[config.mk]
export PLATFORM = sky130hd
export DESIGN_NAME = gbp_ram
export DESIGN_NICKNAME = d
export VERILOG_FILES = /design/src/design/gbp_ram.sv
export SDC_FILE = /design/constraint.sdc
export NUM_CORES = 2
export LEC_CHECK = 0
export BUFFER_PORTS_ARGS = -buffer_cell sky130_fd_sc_hd__buf_2
export CELL_PAD_IN_SITES_DETAIL_PLACEMENT = 1
export CELL_PAD_IN_SITES_GLOBAL_PLACEMENT = 2
export CORE_MARGIN = 3
export CORE_UTILIZATION = 51
export DETAILED_ROUTE_END_ITERATION = 10
export PLACE_DENSITY = 0.76
export SLEW_MARGIN = 10
export SYNTH_ARGS = -nofsm -noshare
export SYNTH_HDL_FRONTEND = slang
export SYNTH_SLANG_ARGS = --single-unit
[constraint.sdc]
create_clock -name i_clk -period 7.6 [get_ports i_clk]
set_input_delay 1.14 -clock i_clk [delete_from_list [all_inputs] [get_ports i_clk]]
set_output_delay 1.14 -clock i_clk [all_outputs]
set_load 0.05 [all_outputs]
[src/design/gbp_ram.sv]
// ----------------------------------------------------------------------------
// gbp_ram
// Simple dual-port synchronous RAM: one write port, one read port with a
// registered read data output and read enable. Read during write of the
// same address returns the old contents.
// ----------------------------------------------------------------------------
module gbp_ram #(
    parameter int DEPTH = 64,
    parameter int WIDTH = 64,
    parameter int AW    = (DEPTH > 1) ? $clog2(DEPTH) : 1
) (
    input  logic             i_clk,
    input  logic             i_re,
    input  logic [AW-1:0]    i_raddr,
    output logic [WIDTH-1:0] o_rdata,
    input  logic             i_we,
    input  logic [AW-1:0]    i_waddr,
    input  logic [WIDTH-1:0] i_wdata
);

    logic [WIDTH-1:0] r_mem [DEPTH];
    logic [WIDTH-1:0] r_rdata;

    // write port
    always_ff @(posedge i_clk) begin
        if (i_we) begin
            r_mem[i_waddr] <= i_wdata;
        end
    end

    // registered read port
    always_ff @(posedge i_clk) begin
        if (i_re) begin
            r_rdata <= r_mem[i_raddr];
        end
    end

    assign o_rdata = r_rdata;

endmodule

* Word-level counts from Yosys, hierarchy flattened
Memories as Yosys holds them, arrays and structs flattened. A register that Yosys moved wholly into a read port is not among the register bits.
Cells that the tools add are included.
** Storage, ports and cells
- Flip-flop bits (word level) :: 0
- Bits in writable memories :: 4096
- Bits of input ports :: 79
- Output and inout bits :: 64
- Logic and storage cells :: 3
- Memories :: 1
** Memory list
- r_mem :: words 64, width 64, rd ports 1, clocked after memory_dff 1, write ports 1, RTL line 21 : logic [WIDTH-1:0] r_mem [DEPTH];
** Operators by class
- Mux-type cells :: 2
** Operators by type and width (count)
- $mux W1 :: 2

* Longest topological paths before layout
- Word-level depth :: 2
- Gate-level depth with buffers :: 9

* Least setup slack after synthesis
Ideal clock, no wire load.
- Kind :: input -> register
- Start :: in i_waddr[3]
- End :: mem r_mem[48][0], enable pin
- Library setup time :: 564 ps
- Arrival time :: 6012 ps
- Setup slack :: 1024 ps
- Stages on the path :: 4
- Cells stage by stage :: clkbuf_1 -> nor2b_1 -> nand4b_1 -> nor3_1
** RTL lines
- start: declaration :: RTL line 17 : input logic [AW-1:0] i_waddr,
- end: declaration :: RTL line 21
No word-level cell before the write port.

==> impl_metrics.csv <==
group,metric,value,unit
clock_network,htreeDepth,5,
global_routing,grt_antenna_before_repair,26,
timing,hold_viol,0,
placed_design,dpl_cell_area,0.164,mm^2
floorplanning,die_h,561,um
setup_path,start_kind,"input port",
routing,dr.pass1.iters,8,
synth,synth.net_count,6677,
synth,synth_fa_ha_area_share,0,%
layout,fill_cells,24887,
synth,post_synth_mux_area_share,15.6,%
floorplanning,dieWidth,561,um
power_and_ir_drop,p_per_area,272,mW/mm^2
routing,dr.first_iter.drc_count,10527,
setup_path,crit_path_top_delay_cell,"buf_12",
timing,timing.final.crit_share,50.3,%
layout,regArea,0.125,mm^2
flow_run,drv_cap,0,
global_routing,grt_max_degree,124,
layout,multi_input_area,0.0308,mm^2
setup_path,crit_path_end_kind,"flip-flop",
clock_network,post_cts_buffers,0,
setup_path,cp_cell_sequence,"buf_12 -> buf_12 -> buf_4 -> mux4_2 -> a22oi_1 -> and3_1 -> a211oi_1",
routing,routed_wl,453000,um
synth,synth_top_family_by_area,"multiplexers",
placed_design,dp_slack,2.81,ns
synth,syn_area_per_cell,23.8,um^2
global_routing,overflow,0,
clock_network,clk_pin_slew,0.06,ns
routing,num_vias,77110,
floorplanning,core,0.306,mm^2
synth,synth.top_cell.area_share,79.6,%
power_and_ir_drop,p_total,48.1,mW
timing,grt_setup_unrepaired,"no",
clock_network,worstSkewPairLatency,0.97,ns
synth,yosysMostFrequentCell,"edfxtp_1",
synth,ys_warn_count,0,
global_routing,grt_pass1_vias,79776,
synth,synth_xor_area_share,0,%
synth,ys_seq_elements,4160,
timing,whs,0.611,ns
layout,drive_above_1_share,28.2,%
synth,synth_area_leaders,"edfxtp_1 (80%), mux4_2 (15%), mux2i_1 (0.86%), a22oi_1 (0.80%), buf_2 (0.54%)",
layout,fin_nets,7068,
global_routing,grt_first_pass_wirelength,635000,um
timing,slew_violations,0,
floorplanning,fp.dieArea,0.315,mm^2
synth,synth_cells,6598,
routing,drc_errors,0,
setup_path,crit_fanout,98,
clock_network,cts_resized,0,
synth,synth-seq-area-share,79.6,%
floorplanning,initial_core_util,51.3,%
setup_path,crit_path_max_incr_delay,0.61,ns
synth,yosys.area_share.simple,1.23,%
timing,setup_viol,0,
run_status,status,"finished, final reports clean",
clock_network,cts-hold-fix-buffers,0,
timing,fin_ws,3.78,ns
synth,synth-compound-area-share,2.47,%
layout,finish.instance_area,0.177,mm^2
setup_path,required,8.27,ns
clock_network,clockRootBuffer,"clkbuf_16",
synth,syn-cell-area,0.157,mm^2
synth,ys_types,32,
synth,synthTopCellsByCount,"edfxtp_1 (4160), mux4_2 (1024), buf_2 (170)",
clock_network,cts_tree,"done",
timing,fin_crit,3.82,ns
routing,detail_route.wl_per_cell,39.6,um
clock_network,cts_buffers,415,
routing,vias_per_cell,6.73,
synth,synth_largest_area_cell,"edfxtp_1",
placed_design,place_congestion,0.788,
synth,synth-edff-count,4160,
timing,max_freq,0.261,GHz
synth,ys_dominant_reg_cell,"edfxtp_1",
floorplanning,ios,143,
routing,antenna_left,0,
setup_path,cpMostUsedCell,"buf_12",
timing,fin_skew,0.0530,ns
synth,async_flop_share,0,%
timing,maxSlewHeadroom,9.48,%
setup_path,critPathKind,"input port to flip-flop",
floorplanning,rows,203,
timing,worst-slew-pin-transition,1.36,ns
min_path,hp-class,"input port to flip-flop",
placed_design,portBuffers,142,
timing,fin_tns_setup,0,ns
placed_design,place_hpwl,240000,um
power_and_ir_drop,vdd_drop_max,0.309,mV
clock_network,cts_sinks,4160,
setup_path,critPathArrivalTime,4.50,ns
layout,areaGrowthSynthToFinish,12.8,%
clock_network,clock_path_buffers,4,
global_routing,track_usage,28.8,%
power_and_ir_drop,leakage,55.0,nW
==> report_power, final <==
group,leakage [nW],switching [mW],total [mW],internal (mW)
clock network,6.55,8.81,20.3,11.5
logic,11.0,1.49,2.27,0.776
registers,37.5,0.0995,25.6,25.5
total,55.0,10.4,48.1,37.7
==> cell usage in the layout, fill, tap and decap left out, types with 18 or more instances in the layout <==
cell type  Yosys  routed
o22ai_1       83      83
mux4_2      1024    1024
or3_1         29      29
nor2b_1       28      24
and3_1        64      64
or2_2         28      28
a22o_1        88      88
clkbuf_16      0     418
buf_12         0      42
clkinv_1       0      97
a211oi_1      63      63
a41oi_1       26      26
o221ai_1      38      38
buf_4         34     166
bufinv_16      0      39
clkbuf_1     140      80
a31oi_1       18      18
a2bb2oi_1     19      19
buf_2        170     134
nor2_1       112      47
nand2_1       58      55
nand3_1       45      45
inv_1         19      19
nor2_4         0      65
edfxtp_1    4160    4160
clkinv_2       0      94
mux2i_1      135     135
a22oi_1      168     168
==> final timing paths <==
| path | start | end | slack, ns | depth (start not counted) |
|---|---|---|---|---|
| max | i_raddr[0] | o_rdata[4]$_DFFE_PP_ | 3.78 | 7 |
| min | i_re | o_rdata[24]$_DFFE_PP_ | 0.61 | 1 |
| max reg2reg | r_mem[10][44]$_DFFE_PP_ | o_rdata[44]$_DFFE_PP_ | 5.30 | 5 |
| min reg2reg | r_mem[47][50]$_DFFE_PP_ | o_rdata[50]$_DFFE_PP_ | 0.94 | 4 |
==> area by class of cell <==
cell class | count | share of cell area (%)
Sequential cell | 4160 | 70.5
Multi-Input combinational cell | 2049 | 17.4
Clock buffer | 498 | 6.07
Tap cell | 4100 | 2.90
Timing Repair Buffer | 344 | 1.57
Clock inverter | 276 | 1.50
Inverter | 19 | 0.0403
Antenna cell | 11 | 0.0155
==> cell families (layout without fill, tap and decap cells) <==
kind of cell	count (synthesis)	count (layout)
AOI/OAI and AO/OA	504	504
and+or+nand+nor	386	386
muxes	1159	1159
other	0	11
buffers and inverters	389	1137
DFF	4160	4160
==> layer usage <==
metal / GRT usage, % / part of all wire [%] / up-vias
li1: - / - / 29351
met1: 40.5 / 38 / 42447
met2: 46.4 / 49 / 4498
met3: 4.66 / 8.7 / 798
met4: 9.78 / 3.6 / 16
met5: 0 / 0.023 / -
==> sequential cells by signal (all words and copies together) (netlist names) <==
register and count:
r_mem 4096, o_rdata 64
==> per-stage QoR <==
step | util [%] | instances
2_1_floorplan | - | 6598
3_3_place_gp | 53.5 | 10669
3_5_place_dp | 53.5 | 10670
4_1_cts | 57.9 | 11444
5_1_grt | 57.9 | 11450
6_report | 57.9 | 11457
==> critical path: cells and delay by family <==
kind / cells / cell delay, ns
muxes: 1 / 0.56
and+or+nand+nor: 1 / 0.20
AOI/OAI and AO/OA: 2 / 0.33
buffers and inverters: 3 / 1.79
Note: power is estimated with default switching activity, not from simulation.
